## config.mk

```make
export PLATFORM = sky130hd
export DESIGN_NAME = iafd_back
export DESIGN_NICKNAME = d
export VERILOG_FILES = /design/src/rtl/iafd_pkg.sv /design/src/rtl/iafd_back.sv
export SDC_FILE = /design/constraint.sdc
export NUM_CORES = 1
export LEC_CHECK = 0
export BUFFER_PORTS_ARGS = -buffer_cell sky130_fd_sc_hd__clkbuf_2
export CORE_AREA = 2 2 73 75
export CTS_BUF_LIST = sky130_fd_sc_hd__clkbuf_4
export CTS_CLUSTER_DIAMETER = 80
export DETAILED_ROUTE_END_ITERATION = 12
export DIE_AREA = 0 0 75 77
export HOLD_SLACK_MARGIN = 0.03
export PLACE_DENSITY = 0.78
export SYNTH_ARGS = -nofsm -noshare
export SYNTH_HDL_FRONTEND = slang
export SYNTH_SLANG_ARGS = --single-unit
```

## constraint.sdc

```tcl
create_clock -name i_clk -period 2.3 [get_ports i_clk]
set_clock_uncertainty 0.1 [all_clocks]
set_input_delay 0.115 -clock i_clk [delete_from_list [all_inputs] [get_ports i_clk]]
set_output_delay 0.115 -clock i_clk [all_outputs]
set_load 0.01 [all_outputs]
```

## src/rtl/iafd_pkg.sv

```systemverilog
// ============================================================================
// iafd_pkg
// Shared types and constants for the integer ALU with floor division.
// ============================================================================
package iafd_pkg;

    localparam int DATA_WIDTH_DEF = 32;
    localparam int OP_WIDTH       = 3;

    typedef enum logic [OP_WIDTH-1:0] {
        OP_ADD = 3'd0,
        OP_SUB = 3'd1,
        OP_MUL = 3'd2,
        OP_DIV = 3'd3,
        OP_LT  = 3'd4,
        OP_GT  = 3'd5
    } t_op;

    // control that travels down the chain with each request
    typedef struct packed {
        logic valid;
        t_op  op;
        logic neg_q;
        logic dz;
    } t_ctl;

endpackage

```

## src/rtl/iafd_back.sv

```systemverilog
// ============================================================================
// iafd_back
// Output stage: floor correction and sign of the quotient, zero-divisor
// handling and the registered result strobe.
// ============================================================================
module iafd_back import iafd_pkg::*; #(
    parameter int W = DATA_WIDTH_DEF
) (
    input  logic         i_clk,
    input  logic         i_rst_n,
    input  t_ctl         i_ctl,
    input  logic [W-1:0] i_acc,
    input  logic [W-1:0] i_x,
    output logic         o_valid,
    output logic [W-1:0] o_value,
    output logic         o_is_bool,
    output logic         o_dz
);

    logic         r_valid;
    logic [W-1:0] r_value, n_value;
    logic         r_is_bool, n_is_bool;
    logic         r_dz, n_dz;

    always_comb begin
        n_value   = i_acc;
        n_is_bool = 1'b0;
        n_dz      = 1'b0;
        case (i_ctl.op)
            OP_DIV: begin
                n_dz = i_ctl.dz;
                if (i_ctl.dz) begin
                    n_value = '0;
                end else if (i_ctl.neg_q) begin
                    // -(q + 1) == ~q when a remainder is left
                    n_value = (i_acc != '0) ? ~i_x : (~i_x + {{(W-1){1'b0}}, 1'b1});
                end else begin
                    n_value = i_x;
                end
            end
            OP_LT, OP_GT: begin
                n_is_bool = 1'b1;
            end
            default: begin
                n_value = i_acc;
            end
        endcase
    end

    always_ff @(posedge i_clk) begin
        if (!i_rst_n) begin
            r_valid <= 1'b0;
        end else begin
            r_valid <= i_ctl.valid;
        end
    end

    always_ff @(posedge i_clk) begin
        r_value   <= n_value;
        r_is_bool <= n_is_bool;
        r_dz      <= n_dz;
    end

    assign o_valid   = r_valid;
    assign o_value   = r_value;
    assign o_is_bool = r_is_bool;
    assign o_dz      = r_dz;

endmodule

```

Yosys cells after proc, flatten, opt, wreduce, memory -nomap -nowiden
Cells that the tools add are included.
{ "op_classes": {"n_addsub": 1, "eq_ne": 3, "n_mux": 5, "bitwise_logic": 1, "n_reduce_logical": 2} }
{ "op_table": {"columns": ["cell", "count"], "rows": [
  ["two-way mux 32 bit", 4],
  ["adder 32 x 1 -> 32 bit, second input constant", 1],
  ["inverter 32 bit", 1],
  ["nonzero test 32 bit", 1],
  ["== test 3 bit, second input constant", 2],
  ["== test 3 x 2 -> 1 bit, second input constant", 1],
  ["OR reduction 2 bit", 1],
  ["two-way mux 1 bit", 1]
]} }
{ "word_totals": {"ff_bits": 35, "in_bits": 72} }

Logic depth before layout (Yosys ltp)
{ "logic_depth": {"depth_word": 6, "depth_mapped": 8, "ltp_nobuf": 7} }

Least setup slack after synthesis
OpenSTA, ideal clock, no wires.
{ "synth_timing": {"path_kind": "input -> register", "start": "input port i_acc[27]", "end": "register r_value[27] (netlist: o_value[27])", "t_arrival_ps": 1787, "setup_slack_ps": 352, "stages": 6, "n_path_buf": 1, "path_cell_list": "nor4_1 nand4_1 or4_1 clkbuf_1 or4_1 nand3_1"} }
{ "synth_between": {"elab_chain_len": 5} }
{ "synth_rtl": {"columns": ["item", "line", "text"], "rows": [
  ["from (decl)", "iafd_back.sv:12", "input logic [W-1:0] i_acc,"],
  ["nonzero test 32 bit", "iafd_back.sv:36", "n_value = (i_acc != '0) ? ~i_x : (~i_x + {{(W-1){1'b0}}, 1'b1});"],
  ["two-way mux 32 bit", "iafd_back.sv:36", null],
  ["two-way mux 32 bit", "iafd_back.sv:34", "end else if (i_ctl.neg_q) begin"],
  ["two-way mux 32 bit", "iafd_back.sv:32", "if (i_ctl.dz) begin"],
  ["two-way mux 32 bit (*)", "iafd_back.sv:29", "case (i_ctl.op)"],
  ["net n_value[27]", "iafd_back.sv:21", "logic [W-1:0] r_value, n_value;"],
  ["to (signal assigned)", "iafd_back.sv:59", "r_value <= n_value;"],
  ["to (decl)", "iafd_back.sv:21", null]
]} }
The timed path passes the listed nets; every way through them passes the cells marked *.
A chain may end at the register's enable or synchronous reset.

Final worst setup path
{ "layout_timing": {"start": "input port i_ctl[3] in the netlist's numbering", "end": "register r_value[22] (netlist: o_value[22])"} }
{ "layout_between": {"elab_chain_len": 2} }
{ "layout_rtl": {"columns": ["item", "line", "text"], "rows": [
  ["from (decl)", "iafd_back.sv:11", "input t_ctl i_ctl,"],
  ["== test 3 x 2 -> 1 bit", "iafd_back.sv:29", null],
  ["two-way mux 32 bit", "iafd_back.sv:29", null],
  ["net n_value[22]", "iafd_back.sv:21", null]
]} }
The timed path passes the listed nets, and every way through them passes these cells.

==> results.ini <==
[worst_setup_path]
slowest_delay_ps=580
cpMostUsedCell=dlygate4sd3_1
end_kind=register
cp_max_fo=31
startpoint_type=primary input
worstPathRequired_ps=2500
arrival_ps=2500
slowest_stage=dlygate4sd3_1
crit_family=buffers and inverters
crit_cells=8
critical_path.cell_chain=dlygate4sd3_1 -> clkbuf_2 -> nand4bb_1 -> buf_4 -> o41ai_1 -> a31oi_1 -> dlygate4sd3_1 -> nand3_1
worstSetupPathType=in2reg
worst-path-buf-inv=4

[die]
die-area_mm2=0.00578
dieHeight_um=77
initial_utilization_pct=46.2
die_w_um=75
rows=26
io_pins=107
core-area_mm2=0.00498

[hold_path]
hold_path_depth=3
hold_class=in2reg
min_from=i_x[1]
min_to=o_value[1]

[layout]
syn_to_final_growth_pct=64.5
mostFrequentLayoutCell=clkbuf_2
seq_area_um2=701
final_cell_mix=clkbuf_2 (105), dlygate4sd3_1 (54), dfxtp_1 (35)
multiInputGateArea_mm2=0.00161
nets=540
drive_above_1_share_pct=34.6
fillers=357
final_area_mm2=0.00378

[placed_design]
hpwl_um=5570
place_area_mm2=0.00300
port_buffers=106
gp_congestion=0.909

[pwr]
p_total_mw=1.57
power_leakage_nw=1.58
p_per_area_mw_per_mm2=415
vdd_drop_max_mv=0.259

[clock_tree]
numCtsBuffers=5
htree_levels=2
cts.path.max_buffers=2
clock-sinks=35
clkTransAtPathRegs_ps=120
cts-root-buf=clkbuf_4
cts_tree=yes

[outcome]
status=complete, no violations

[routing]
dr.pass1.iters=5
detail-route-antenna-nets=0
routed_via_density=6.08
drtIter0Drc=417
drt_wl_total_um=9610
num_vias=3278
drt-wirelength-per-cell_um=17.8
drc=0

[run]
maxCapViolCount=0

[synth]
syn_inst=296
synth-edff-count=0
yosysWarnings=0
synth_area_mm2=0.00230
seq_area_frac_synth_pct=30.5
synth_area_leaders=dfxtp_1 (30%), xor2_1 (6.1%), nand2_1 (5.6%)
synth_ff_type=dfxtp_1
synth_top_area_share_pct=30.5
yosysTopAreaCell=dfxtp_1
ys_seq_elements=35
synthArstFlopShare_pct=0
netlist-cell-type-count=49
syn_avg_cell_area_um2=7.77
synthesis.nets=369

[sta]
finalSetupViolations=0
slew_violations=0
rsz0062_at_grt=yes
finalCriticalPeriod_ps=2290
slew_headroom_pct=63.0
fin_crit_sh_pct=99.8
max_freq_mhz=436
hold_viol=0
worst_slew_pin_slew_ps=548

[global_routing]
grt_max_degree=32
overflow=0
grtUsageTotal_pct=31.5
antenna_found_initial=1
grt_pass1_wl_um=14100
first_global_vias=3013

[metrics by stage]
| stage | hold slack [ps] | TNS, ps | cells | setup slack [ps] | util, % |
|---|---|---|---|---|---|
| after floorplan | 86.6 | 0 | 296 | 352 | - |
| after global placement | 213 | 0 | 470 | 101 | 60.3 |
| after CTS | 31.5 | 0 | 532 | 13.1 | 72.7 |
| after global routing | 50.0 | -412 | 539 | -85.9 | 75.9 |
| after detailed placement | 217 | 0 | 470 | 116 | 60.3 |
| final | 30.4 | 0 | 539 | 5.20 | 75.9 |
[cell usage after synthesis (6+ instances only)]
cell / number
a21oi_1: 8
a32oi_1: 6
clkbuf_1: 19
dfxtp_1: 35
inv_1: 6
nand2_1: 34
nand3_1: 18
nand4_1: 7
nor2_1: 8
nor3_1: 14
nor4_1: 16
o21ai_0: 19
o31ai_1: 11
o41ai_1: 9
or3_1: 6
or4_1: 7
xor2_1: 16
[worst min-delay path, cell delays in order]
cell,delay (ps)
clkbuf_2,90
inv_1,80
o311ai_0,140
[state kept, by name, indices dropped and copies added (netlist names)]
signal / cells
o_dz: 1
o_is_bool: 1
o_valid: 1
o_value: 32
[repair_timing]
item / CTS / global route
hold buffers: 54 / 0
endpoints found under the setup margin: 0 / 20
endpoints found under the hold margin: 33 / 0
gates resized for setup: 0 / 19
setup buffers: 0 / 6
[cell families after synthesis]
kind of cell	share of synthesized area [%]
and+or+nand+nor	33.5
AOI/OAI and AO/OA	21.9
DFF	30.5
buffers and inverters	4.90
xor gates and xnor gates	6.48
muxes	2.23
adders and majority gates	0.544
[report_power, final]
group | internal [mW] | total [mW] | switching [mW] | leakage [nW]
registers | 0.652 | 0.666 | 0.0145 | 0.295
logic | 0.216 | 0.451 | 0.235 | 1.25
clock network | 0.224 | 0.450 | 0.227 | 0.0426
[how the worst max path moves through the flow]
stage,start,end,slack (ps)
floorplan,i_acc[27],o_value[27],350
global placement,i_acc[24],o_value[27],100
detailed placement,i_acc[24],o_value[27],120
CTS,i_acc[16],o_value[27],10
global route,i_acc[1],o_value[27],-90
finish,i_ctl[3],o_value[22],5
[layout make-up]
type	instances	area share [%]
clock buffer	5	0.993
sequential	35	18.5
antenna	1	0.0662
tap	70	2.32
clock inverter	3	1.03
timing repair buffer	187	33.9
multi-input combinational	231	42.5
inverter	7	0.695
[metal layers]
layer / vias up / part of all wire, % / global-route usage, %
li1: 1481 / - / -
met1: 1480 / 37 / 36.4
met2: 255 / 48 / 50.5
met3: 62 / 9.7 / 7.10
met4: 0 / 6.2 / 20.4
met5: - / 0 / 0
(Power assumes the default switching activity.)
