==> src/rtl/iafd_pkg.sv <==
// ============================================================================
// iafd_pkg
// Shared types and constants for the integer ALU with floor division.
// ============================================================================
package iafd_pkg;

    localparam int DATA_WIDTH_DEF = 32;
    localparam int OP_WIDTH       = 3;

    typedef enum logic [OP_WIDTH-1:0] {
        OP_ADD = 3'd0,
        OP_SUB = 3'd1,
        OP_MUL = 3'd2,
        OP_DIV = 3'd3,
        OP_LT  = 3'd4,
        OP_GT  = 3'd5
    } t_op;

    // control that travels down the chain with each request
    typedef struct packed {
        logic valid;
        t_op  op;
        logic neg_q;
        logic dz;
    } t_ctl;

endpackage

==> src/rtl/iafd_front.sv <==
// ============================================================================
// iafd_front
// Entry stage: decodes the request, finishes add, subtract and compares,
// and loads operands for the multiply and divide chain.
// ============================================================================
module iafd_front import iafd_pkg::*; #(
    parameter int W = DATA_WIDTH_DEF
) (
    input  logic                i_clk,
    input  logic                i_rst_n,
    input  logic                i_valid,
    input  logic [OP_WIDTH-1:0] i_req_type,
    input  logic [W-1:0]        i_operand_a,
    input  logic [W-1:0]        i_operand_b,
    output t_ctl                o_ctl,
    output logic [W-1:0]        o_acc,
    output logic [W-1:0]        o_x,
    output logic [W-1:0]        o_y
);

    t_ctl         r_ctl, n_ctl;
    logic [W-1:0] r_acc, n_acc;
    logic [W-1:0] r_x, n_x;
    logic [W-1:0] r_y, n_y;
    logic [W-1:0] mag_a, mag_b;
    logic         a_lt_b, b_lt_a;
    t_op          op;

    assign op     = t_op'(i_req_type);
    assign mag_a  = i_operand_a[W-1] ? (~i_operand_a + {{(W-1){1'b0}}, 1'b1}) : i_operand_a;
    assign mag_b  = i_operand_b[W-1] ? (~i_operand_b + {{(W-1){1'b0}}, 1'b1}) : i_operand_b;
    assign a_lt_b = $signed(i_operand_a) < $signed(i_operand_b);
    assign b_lt_a = $signed(i_operand_b) < $signed(i_operand_a);

    always_comb begin
        n_ctl.valid = i_valid;
        n_ctl.op    = op;
        n_ctl.neg_q = i_operand_a[W-1] ^ i_operand_b[W-1];
        n_ctl.dz    = 1'b0;
        n_acc       = '0;
        n_x         = '0;
        n_y         = '0;
        case (op)
            OP_ADD: begin
                n_acc = i_operand_a + i_operand_b;
            end
            OP_SUB: begin
                n_acc = i_operand_a - i_operand_b;
            end
            OP_MUL: begin
                n_x = i_operand_b;
                n_y = i_operand_a;
            end
            OP_DIV: begin
                n_ctl.dz = (i_operand_b == '0);
                n_x      = mag_a;
                n_y      = mag_b;
            end
            OP_LT: begin
                n_acc = {{(W-1){1'b0}}, a_lt_b};
            end
            OP_GT: begin
                n_acc = {{(W-1){1'b0}}, b_lt_a};
            end
            default: begin
                n_acc = '0;
            end
        endcase
    end

    always_ff @(posedge i_clk) begin
        if (!i_rst_n) begin
            r_ctl <= '0;
        end else begin
            r_ctl <= n_ctl;
        end
    end

    always_ff @(posedge i_clk) begin
        r_acc <= n_acc;
        r_x   <= n_x;
        r_y   <= n_y;
    end

    assign o_ctl = r_ctl;
    assign o_acc = r_acc;
    assign o_x   = r_x;
    assign o_y   = r_y;

endmodule

==> config.mk <==
export PLATFORM = sky130hd
export DESIGN_NAME = iafd_front
export DESIGN_NICKNAME = d
export VERILOG_FILES = /design/src/rtl/iafd_pkg.sv /design/src/rtl/iafd_front.sv
export SDC_FILE = /design/constraint.sdc
export NUM_CORES = 1
export LEC_CHECK = 0
export BUFFER_PORTS_ARGS = -buffer_cell sky130_fd_sc_hd__buf_4
export CAP_MARGIN = 10
export CORE_MARGIN = 2
export CORE_UTILIZATION = 51
export DETAILED_ROUTE_END_ITERATION = 6
export PLACE_DENSITY = 0.79
export SKIP_CTS_REPAIR_TIMING = 1
export SLEW_MARGIN = 20
export SYNTH_ARGS = -nofsm -noshare
export SYNTH_HDL_FRONTEND = slang
export SYNTH_SLANG_ARGS = --single-unit
==> constraint.sdc <==
create_clock -name i_clk -period 2.8 [get_ports i_clk]
set_input_delay 0.56 -clock i_clk [delete_from_list [all_inputs] [get_ports i_clk]]
set_output_delay 0.56 -clock i_clk [all_outputs]
set_load 0.01 [all_outputs]
# ---- After elaboration in Yosys (flattened, before gate mapping)
# Index checks and enable logic that the tools add are counted.
dict set report word_totals {
  output_inout_bits 102
  memories 0
  ramBits 0
  in_bits 70
  elab_cells 29
  latchBits 0
  reg_bits 102
  rom_bits 0
}
dict set report classes {
  div 0
  bitwise_logic 3
  n_addsub 4
  order_cmp 2
  reduce_logical 3
  mux 5
  n_eq_ne 5
  shift 0
  n_mul 0
}
# cell count
set ops {}
lappend ops {{one-hot mux 32 bit (2 select lines)} 2}
lappend ops {{one-hot mux 32 bit (4 select lines)} 1}
lappend ops {{adder 32 x 1 -> 32 bit, second input constant} 2}
lappend ops {{less-than comparator 32 bit} 2}
lappend ops {{2-to-1 mux 32 bit} 2}
lappend ops {{NOT 32 bit} 2}
lappend ops {{adder 32 bit} 1}
lappend ops {{logical NOT 32 bit} 1}
lappend ops {{subtractor 32 bit} 1}
lappend ops {{== test 3 x 2 -> 1 bit, second input constant} 2}
lappend ops {{== test 3 bit, second input constant} 2}
lappend ops {{== test 3 x 1 -> 1 bit, second input constant} 1}
lappend ops {{logical NOT 3 bit} 1}
lappend ops {{AND reduction 2 bit} 1}
lappend ops {{XOR 1 bit} 1}

# ---- Logic depth before layout (Yosys ltp)
dict set report logic_depth {
  word_depth 4
  ltp_mapped 13
  ltp_nobuf 13
}

# ---- Least setup slack after synthesis
# OpenSTA, ideal clock, no wires.
dict set report synth_timing {
  kind {in2reg}
  startpoint {input i_operand_a[0]}
  endpoint {register r_acc[30] (netlist: o_acc[30])}
  stages 13
  setup_time_ns 0.127
  required_ns 2.673
  t_arrival_ns 2.673
  n_path_buf 0
  slack_ns 0.000
  cell_sequence {inv_1 -> ha_1 -> inv_1 -> fa_1 -> a211oi_1 -> o21bai_1 -> o21ai_1 -> o41ai_2 -> a211oi_1 -> o31ai_1 -> mux2i_1 -> o31ai_1 -> nand3_1}
}
dict set report synth_via {
  elab_chain_len 2
  word_cells_on_any_way 3
  cone_classes {2 x add/sub; 1 x mux}
}
# element line_no
set synth_rtl {}
lappend synth_rtl {{start: declaration} iafd_front.sv:13} ;# input logic [W-1:0] i_operand_a,
lappend synth_rtl {{subtractor 32 bit or adder 32 bit (tied branches)} {iafd_front.sv:48, iafd_front.sv:45}}
lappend synth_rtl {{one-hot mux 32 bit (4 select lines) *} iafd_front.sv:43} ;# case (op)
lappend synth_rtl {{via n_acc[30]} iafd_front.sv:22} ;# logic [W-1:0] r_acc, n_acc;
lappend synth_rtl {{end signal: assignment} iafd_front.sv:80} ;# r_acc <= n_acc;
lappend synth_rtl {{end: declaration} iafd_front.sv:22}
# The timed path passes the listed nets; every way through them passes the cells marked *.
# A chain may end at the register's enable or synchronous reset.

# ---- Worst setup path after layout
dict set report layout_timing {
  startpoint {input i_operand_a[3]}
  endpoint {register r_acc[31] (netlist: o_acc[31])}
}
# The elaborated chain is that of the path after synthesis.

==> results.yml <==
outcome:
  status: "complete, but fails checks"
  failed_checks: "negative setup slack"
yosys:
  synth_compound_area_frac: 0.256
  synthArstFlopShare: 0
  syn-num-nets: 1284
  synthSimpleGateAreaFrac: 0.192
  yosysSeqAreaShare: 0.242
  yosysWarnings: 0
  synth_top_family_by_area: "compound AO/OA/AOI/OAI gates"
  synthDistinctLibCells: 76
  synth_top_area_share: 0.242
  syn-cell-area_um2: 8440
  synthAdderAreaFrac: 0.149
  synthTopCellsByArea: "dfxtp_1 24%, ha_1 14%, xnor2_1 7.7%, o21ai_0 6.9%, nand2_1 5.2%"
  synth_common_cells: "117 x nand2_1, 117 x o21ai_0, 102 x dfxtp_1, 97 x ha_1, 92 x inv_1"
  synth_edf_count: 0
  synth-xor-area-share: 0.0830
  synth_mux_area_frac: 0.00830
  synth_top_area_cell: "dfxtp_1"
  syn_area_per_cell_um2: 7.57
  synthCells: 1115
  ys.flop_type: "dfxtp_1"
  synth-seq-cells: 102
timing:
  fin_crit_ns: 2.86
  worst_pin_slew_ns: 0.620
  hold_viol: 0
  finalCritPeriodShare: 1.02
  rsz0062_at_grt: "true"
  finalWorstSetupSlack_ns: -0.0582
  setup_viol: 1
  relSlewSlack: 0.576
  max_clock_freq_mhz: 350
  maxSlewViolCount: 0
clock_tree:
  cts_buffers: 9
  ctsRootBufferMaster: "clkbuf_16"
  cts_buffer_depth: 2
  clkSinkCount: 102
  ctsHtreeMaxLevel: 3
  tritoncts: "done"
  clkTransAtPathRegs_ns: 0.08
routing:
  vias: 9933
  wl_um: 33000
  viasPerCell: 5.71
  postRouteAntennaNets: 0
  wire_per_inst_um: 19.0
  drtPass1Iterations: 5
  drcViolationCount: 0
  first_iter_violations: 1131
floorplanning:
  core.rowCount: 47
  die_x_um: 133
  dieHeight_um: 133
  core_um2: 16400
  dieArea_um2: 17600
  start_util: 0.515
  pin_count: 172
cells_and_area:
  final_nets: 1683
  syn2layout_area_growth_pct: 46.8
  layoutNonFillerInstCount: 1739
  drive_gt1_frac: 0.352
  n_antenna_cell: 0
power_and_ir_drop:
  power_leakage_nw: 5.92
  power_mw: 4.91
  power.density_nw_per_um2: 396
  vdd_drop_max_mv: 0.323
placed_design:
  dp_hpwl_um: 26100
  place_congestion: 0.997
  io_buffers: 171
  dp_cells: 1719
global_route:
  grt_usage: 0.361
  grt_max_degree: 58
  grt_pass1_vias: 9193
  grt.overflow.total: 0
  grt_pass1_wl_um: 49700
  antenna_found_initial: 0
critical_path:
  end_kind: "flip-flop"
  cp_max_fo: 3
  critical_path_class: "input port to flip-flop"
  setup.worst_path.start_class: "input port"
  critPathArrivalTime_ns: 3.12
  cp.required_ns: 3.06
min_path:
  hold_class: "input port to flip-flop"
job:
  maxCapViolCount: 0
[through the flow]
step	hold WS [ns]	util	TNS [ns]	area, um^2	setup WS, ns
floorplan	0.633	-	0	8440	0.000193
global placement	0.768	0.718	-5.82	11800	-0.448
detailed placement	0.785	0.718	-6.78	11800	-0.511
CTS	0.401	0.737	-0.550	12100	-0.124
global route	0.403	0.755	-0.493	12400	-0.146
finish	0.401	0.755	-0.0582	12400	-0.0582
[placed cells by master (no fill, tap or decap), drive strengths merged, types with 18 or more instances in the layout]
master,instances
ha,97
o21ai,124
dfxtp,102
xnor2,74
nand2,117
nor2,88
buf,441
inv,97
o21bai,18
a21oi,76
nor3,22
a21o,18
nand3,18
o31ai,18
[routing by layer]
metal | share of wire | global-route usage | vias up | routed length [um]
li1 | - | - | 4664 | -
met1 | 0.45 | 0.525 | 4565 | 14700
met2 | 0.41 | 0.518 | 619 | 13600
met3 | 0.11 | 0.0747 | 85 | 3520
met4 | 0.035 | 0.142 | 0 | 1140
met5 | 0 | 0 | - | 0
[sequential cells by signal, indices dropped and copies added (netlist names)]
register  count
o_acc        32
o_x          32
o_y          32
o_ctl         6
[power by group]
| group | internal, mW | leakage [nW] | switching (mW) |
|---|---|---|---|
| combinational | 0.957 | 4.94 | 1.06 |
| sequential | 1.55 | 0.839 | 0.0311 |
| clock | 0.654 | 0.146 | 0.659 |
| total | 3.16 | 5.92 | 1.75 |
[kinds of logic (layout without fill, tap and decap cells)]
kind of cell	after synthesis	count (layout)
AO/OA/AOI/OAI	338	338
AND/OR/NAND/NOR	339	339
flip-flops	102	102
buffers and inverters	150	554
XOR/XNOR	80	80
multiplexers	7	7
adder cells (fa/ha/maj)	99	99
[path summary, 6_finish.rpt]
kind | start | cells after the start | to
setup / recovery | i_operand_a[3] | 12 | o_acc[31]
hold / removal | i_valid | 2 | o_ctl[5]
[final cells by class]
type	instances	area, um^2
clock buffer	10	239
tap	220	275
fill	1230	4020
inverter	97	373
clock inverter	6	63.8
multi-input combinational	863	6070
sequential	102	2040
timing repair buffer	441	3330
[worst max-delay path: stages]
cell,delay [ns]
buf_4,0.12
buf_4,0.13
ha_1,0.21
nor2b_1,0.16
nor2_1,0.16
a31oi_2,0.18
o211ai_1,0.34
nand3_1,0.18
a221o_1,0.39
a2111oi_4,0.42
o21ai_1,0.11
nor3b_2,0.15
No activity file was read; power rests on OpenSTA's default activity.
