--- src/rtl/iafd_pkg.sv ---
// ============================================================================
// iafd_pkg
// Shared types and constants for the integer ALU with floor division.
// ============================================================================
package iafd_pkg;

    localparam int DATA_WIDTH_DEF = 32;
    localparam int OP_WIDTH       = 3;

    typedef enum logic [OP_WIDTH-1:0] {
        OP_ADD = 3'd0,
        OP_SUB = 3'd1,
        OP_MUL = 3'd2,
        OP_DIV = 3'd3,
        OP_LT  = 3'd4,
        OP_GT  = 3'd5
    } t_op;

    // control that travels down the chain with each request
    typedef struct packed {
        logic valid;
        t_op  op;
        logic neg_q;
        logic dz;
    } t_ctl;

endpackage

--- src/rtl/iafd_cell.sv ---
// ============================================================================
// iafd_cell
// One step of the chain: a shift-add multiply step or a restoring divide
// step; other requests pass through unchanged.
// ============================================================================
module iafd_cell import iafd_pkg::*; #(
    parameter int W = DATA_WIDTH_DEF
) (
    input  logic         i_clk,
    input  logic         i_rst_n,
    input  t_ctl         i_ctl,
    input  logic [W-1:0] i_acc,
    input  logic [W-1:0] i_x,
    input  logic [W-1:0] i_y,
    output t_ctl         o_ctl,
    output logic [W-1:0] o_acc,
    output logic [W-1:0] o_x,
    output logic [W-1:0] o_y
);

    t_ctl         r_ctl;
    logic [W-1:0] r_acc, n_acc;
    logic [W-1:0] r_x, n_x;
    logic [W-1:0] r_y, n_y;
    logic [W:0]   trial;
    logic [W:0]   diff;

    // acc: remainder / partial product, x: dividend-quotient / multiplier
    assign trial = {i_acc, i_x[W-1]};
    assign diff  = trial - {1'b0, i_y};

    always_comb begin
        n_acc = i_acc;
        n_x   = i_x;
        n_y   = i_y;
        case (i_ctl.op)
            OP_MUL: begin
                if (i_x[0]) begin
                    n_acc = i_acc + i_y;
                end
                n_x = i_x >> 1;
                n_y = i_y << 1;
            end
            OP_DIV: begin
                if (!diff[W]) begin
                    n_acc = diff[W-1:0];
                    n_x   = {i_x[W-2:0], 1'b1};
                end else begin
                    n_acc = trial[W-1:0];
                    n_x   = {i_x[W-2:0], 1'b0};
                end
            end
            default: begin
                n_acc = i_acc;
            end
        endcase
    end

    always_ff @(posedge i_clk) begin
        if (!i_rst_n) begin
            r_ctl <= '0;
        end else begin
            r_ctl <= i_ctl;
        end
    end

    always_ff @(posedge i_clk) begin
        r_acc <= n_acc;
        r_x   <= n_x;
        r_y   <= n_y;
    end

    assign o_ctl = r_ctl;
    assign o_acc = r_acc;
    assign o_x   = r_x;
    assign o_y   = r_y;

endmodule

--- config.mk ---
export PLATFORM = sky130hd
export DESIGN_NAME = iafd_cell
export DESIGN_NICKNAME = d
export VERILOG_FILES = /design/src/rtl/iafd_pkg.sv /design/src/rtl/iafd_cell.sv
export SDC_FILE = /design/constraint.sdc
export NUM_CORES = 1
export LEC_CHECK = 0
export BUFFER_PORTS_ARGS = -buffer_cell sky130_fd_sc_hd__buf_2
export CAP_MARGIN = 20
export CORE_MARGIN = 2
export CORE_UTILIZATION = 59
export CTS_BUF_LIST = sky130_fd_sc_hd__clkbuf_2
export DETAILED_ROUTE_END_ITERATION = 12
export PLACE_DENSITY = 0.94
export SYNTH_ARGS = -nofsm -noshare
export SYNTH_HDL_FRONTEND = slang
export SYNTH_SLANG_ARGS = --single-unit
export TNS_END_PERCENT = 50
--- constraint.sdc ---
create_clock -name i_clk -period 5.1 [get_ports i_clk]
set_input_delay 0.255 -clock i_clk [delete_from_list [all_inputs] [get_ports i_clk]]
set_output_delay 0.255 -clock i_clk [all_outputs]
set_load 0.02 [all_outputs]
---- Yosys cells after proc, flatten, opt, wreduce, memory -nomap -nowiden ----
Index checks and enable logic that the tools add are counted.
word-level totals
  register bits after elaboration ......... 102
  bits of input ports ..................... 104
  output and inout port bits .............. 102
  logic and storage cells ................. 18
cells by class
  $add $sub $neg .......................... 2
  eq/ne operators ......................... 2
  mux-type cells .......................... 6
operator list
  operator            count
  $pmux 32 s2         2
  $mux 32             3
  $sub 33x32->33      1
  $add 32x32->32      1
  $eq 3x2->1 const B  2
  $mux 1              1

---- Logic depth before layout (Yosys ltp) ----
  depth in word-level cells ............... 3
  mapped depth ............................ 16
  mapped depth without buffers ............ 14

---- Worst setup path after synthesis ----
No wires, ideal clock.
  path type ............................... in2reg
  start point ............................. input port i_y[15]
  end point ............................... register r_acc[27] (netlist: o_acc[27])
  library setup time ...................... 0.138 ns
  data arrival time ....................... 2.953 ns
  required time ........................... 4.962 ns
  setup slack ............................. 2.009 ns
  cell stages on the path ................. 12
  buffers on the path ..................... 1
  cells stage by stage .................... inv_1 ha_1 a211o_1 o32ai_2 nor4_1 a211oi_2 a31oi_1 a221oi_4 xnor2_1 buf_2 mux2i_1 o221ai_1
between the ends
  cells in the longest elaborated chain, start to end .. 3
  elaborated cells on any way between the ends .. 5
  classes of those cells .................. add/sub: 2; mux: 3
RTL lines
  item                                              line                              source
  from (decl)                                       iafd_cell.sv:14                   input logic [W-1:0] i_y,
  $sub 33x32->33 or $add 32x32->32 (tied branches)  iafd_cell.sv:30, iafd_cell.sv:39
  $mux 32 (on tied branches)                        iafd_cell.sv:45, iafd_cell.sv:38
  $pmux 32 s2 (*)                                   iafd_cell.sv:36                   case (i_ctl.op)
  named net n_acc[27]                               iafd_cell.sv:22                   logic [W-1:0] r_acc, n_acc;
  to (signal assigned)                              iafd_cell.sv:68                   r_acc <= n_acc;
  to (decl)                                         iafd_cell.sv:22
The timed path passes the listed nets; every way through them passes the cells marked *.
A chain may end at the register's enable or synchronous reset.

---- Final worst setup path ----
  start point ............................. input port i_y[0]
  end point ............................... register r_acc[2] (netlist: o_acc[2])
The elaborated chain is that of the path after synthesis.

==> results.sh <==
export IMPL_groute_usage_overall_pct=43.0
export IMPL_seqCellArea_um2=2040
export IMPL_grt_max_degree=67
export IMPL_grt_overflow_total=0
export IMPL_dr_max_layer_used="met5"
export IMPL_fraction_of_the_cycle_the_final_worst_path_needs_pct=81.2
export IMPL_routedLengthMet1_mm=9.95
export IMPL_synth_area_leader_cell="sky130_fd_sc_hd__dfxtp_1"
export IMPL_die_area_um2=13000
export IMPL_met2_wirelength_mm=13.2
export IMPL_path_cells="dlygate4sd3_1 -> buf_2 -> ha_1 -> fa_1 -> nand2b_1 -> a21oi_1 -> o21ai_1 -> nand2_1 -> a211oi_2 -> a31oi_1 -> a221oi_4 -> xnor2_2 -> buf_4 -> mux2i_1 -> o21ai_1 -> dlygate4sd3_1"
export IMPL_starting_density_of_the_core_pct=59.7
export IMPL_synthDominantCellAreaShare_pct=28.7
export IMPL_timing_final_crit_period_ns=4.14
export IMPL_worstHoldPathType="in -> reg"
export IMPL_yosys_warnings=0
export IMPL_netlist_area_um2=7120
export IMPL_layout_common_cells="sky130_fd_sc_hd__buf_2, sky130_fd_sc_hd__dlygate4sd3_1, sky130_fd_sc_hd__nand2_1"
export IMPL_fillerInstances=627
export IMPL_worst_setup_path_end_kind="flop"
export IMPL_tritoncts="done"
export IMPL_postSynth_asyncResetShare_pct=0
export IMPL_crit_slowest_cell="sky130_fd_sc_hd__dlygate4sd3_1"
export IMPL_routed_via_density=6.32
export IMPL_synth_seq_area_share_pct=28.7
export IMPL_timing_final_hold_violations=0
export IMPL_chipWidth_um=114
export IMPL_worst_slew_pin_slew_ns=1.03
export IMPL_antenna_found_initial=4
export IMPL_rsz0062_at_grt="false"
export IMPL_finalNetCount=1398
export IMPL_required_ns=5.74
export IMPL_wirelength_mm=28.5
export IMPL_multi_input_comb_area_um2=4800
export IMPL_report_final_setup_viol=0
export IMPL_antenna_violating_nets_post_route=0
export IMPL_io_pins=206
export IMPL_layout_cells_most_common="sky130_fd_sc_hd__buf_2"
export IMPL_violation_count_after_the_first_detailed_route_iteration=1051
export IMPL_post_cts_resized=0
export IMPL_syn2layout_area_growth_pct=40.5
export IMPL_critPathLaunchType="input port"
export IMPL_die_height_um=114
export IMPL_run_status="completed"
export IMPL_setup_tns_ns=0
export IMPL_core_rowCount=40
export IMPL_hpwl_mm=15.2
export IMPL_cts_sink_count=102
export IMPL_drt_wirelength_per_cell_um=20.6
export IMPL_synthCells=880
export IMPL_slew_violations=0
export IMPL_via_count_of_the_first_global_routing_pass=8663
export IMPL_drcViolationCount=0
export IMPL_cp_data_arrival_time_ns=4.78
export IMPL_fmaxAchievable_ghz=0.241
export IMPL_max_stage_delay_ns=0.59
export IMPL_first_pass_grt_wire_length_mm=43.7
export IMPL_post_route_worst_setup_slack_ns=0.957
export IMPL_wl_met3_mm=3.17
export IMPL_maxSlewHeadroom_pct=31.1
export IMPL_pwr_density_cell_nw_per_um2=240
export IMPL_num_vias=8739
export IMPL_yosys_most_used_dff="sky130_fd_sc_hd__dfxtp_1"
export IMPL_place_congestion=0.934
export IMPL_post_synth_edffs=0
export IMPL_vdd_drop_max_v=0.000141
export IMPL_timing_max_cap_violations=0
export IMPL_drive_gt1_share_pct=19.0
export IMPL_cts_htree_levels=3
export IMPL_yosys_top_cells_area="sky130_fd_sc_hd__dfxtp_1, sky130_fd_sc_hd__ha_1, sky130_fd_sc_hd__mux2i_1"
export IMPL_cellLeakagePower_uw=0.00483
export IMPL_port_buffer_count=205
export IMPL_drtPass1Iterations=5
export IMPL_stdcell_area_um2=10000
export IMPL_synth_seq_cells=102
export IMPL_synth_cell_types=55
export IMPL_coreArea_um2=11900
export IMPL_worst_setup_hold_path_clk_slew_ns=0.32
export IMPL_synthesis_area_per_instance_um2=8.09
export IMPL_net_count_after_synthesis=1049
export IMPL_worst_slack_at_placement_ns=1.40
export IMPL_numCtsBuffers=9
export IMPL_critPathMaxFanout=22
export IMPL_cts_root_buf="sky130_fd_sc_hd__clkbuf_2"
export IMPL_placedInstanceArea_um2=8270
export IMPL_ctsLongestPathBuffers=2
export IMPL_path_class="in -> reg"
==> state kept, by name (all words and copies together) (netlist names) <==
signal and count:
o_acc 32, o_ctl 6, o_x 32, o_y 32
==> where the power goes <==
| part | switching, uW | internal (uW) | total (uW) | leakage, uW |
|---|---|---|---|---|
| registers | 30.9 | 872 | 903 | 0.000860 |
| logic | 599 | 452 | 1050 | 0.00390 |
| clock network | 331 | 116 | 447 | 0.0000703 |
| total | 961 | 1440 | 2400 | 0.00483 |
==> critical path: cells and delay by family <==
| family | cells | cell delay, ns |
|---|---|---|
| xor+xnor | 1 | 0.35 |
| buf+inv | 4 | 1.74 |
| mux | 1 | 0.30 |
| simple gates | 2 | 0.33 |
| compound gates | 6 | 1.17 |
| fa+ha+maj | 2 | 0.63 |
==> per-stage QoR <==
stage,total power [uW],utilization (%),instances,hold slack (ns)
global route,2490,83.9,1382,0.0883
detailed placement,1760,69.4,1204,0.465
floorplan,1510,-,880,0.364
CTS,2280,83.8,1380,0.00138
global placement,1740,69.3,1203,0.466
finish,2400,83.9,1383,0.0929
==> what timing repair did <==
item / in CTS / in global routing
endpoints found under the hold margin: 102 / 1
hold buffers: 160 / 1
buffers inserted: 0 / 0
endpoints found under the setup margin: 0 / 0
==> path summary, 6_finish.rpt <==
path,startpoint,end,slack (ns),cells past startpoint
min,i_x[0],o_x[0]$_DFF_P_,0.09,3
max,i_y[0],o_acc[2]$_DFF_P_,0.96,16
==> synth_stat cells, types with 27 or more instances <==
cell type and n:
sky130_fd_sc_hd__o21ai_1 40, sky130_fd_sc_hd__nand2_1 110, sky130_fd_sc_hd__clkbuf_1 28, sky130_fd_sc_hd__dfxtp_1 102, sky130_fd_sc_hd__o21ai_0 79, sky130_fd_sc_hd__mux2i_1 55
sky130_fd_sc_hd__ha_1 63, sky130_fd_sc_hd__a21o_1 27, sky130_fd_sc_hd__inv_1 42, sky130_fd_sc_hd__xnor2_1 39, sky130_fd_sc_hd__nor2_1 37, sky130_fd_sc_hd__a21oi_1 54
==> metal layers <==
metal | global-route usage (%) | up-vias
li1 | - | 3864
met1 | 45.8 | 3895
met2 | 71.7 | 732
met3 | 14.2 | 244
met4 | 30.6 | 4
met5 | 0 | -
==> kinds of logic after synthesis <==
| family | Yosys count | synth area share [%] |
|---|---|---|
| AOI/OAI and AO/OA | 297 | 26.1 |
| buffers and inverters | 77 | 4.22 |
| xor gates and xnor gates | 58 | 7.14 |
| adders and majority gates | 65 | 11.6 |
| DFF | 102 | 28.7 |
| and+or+nand+nor | 224 | 14.2 |
| muxes | 57 | 8.05 |
==> cell type report <==
type                            count  area share (%)
Antenna cell                        2          0.0501
Clock buffer                        9           0.450
Timing Repair Buffer              373            27.0
Sequential cell                   102            20.4
Tap cell                          147            1.84
Clock inverter                      7           0.726
Inverter                           42            1.58
Multi-Input combinational cell    701            48.0
(Power assumes the default switching activity.)
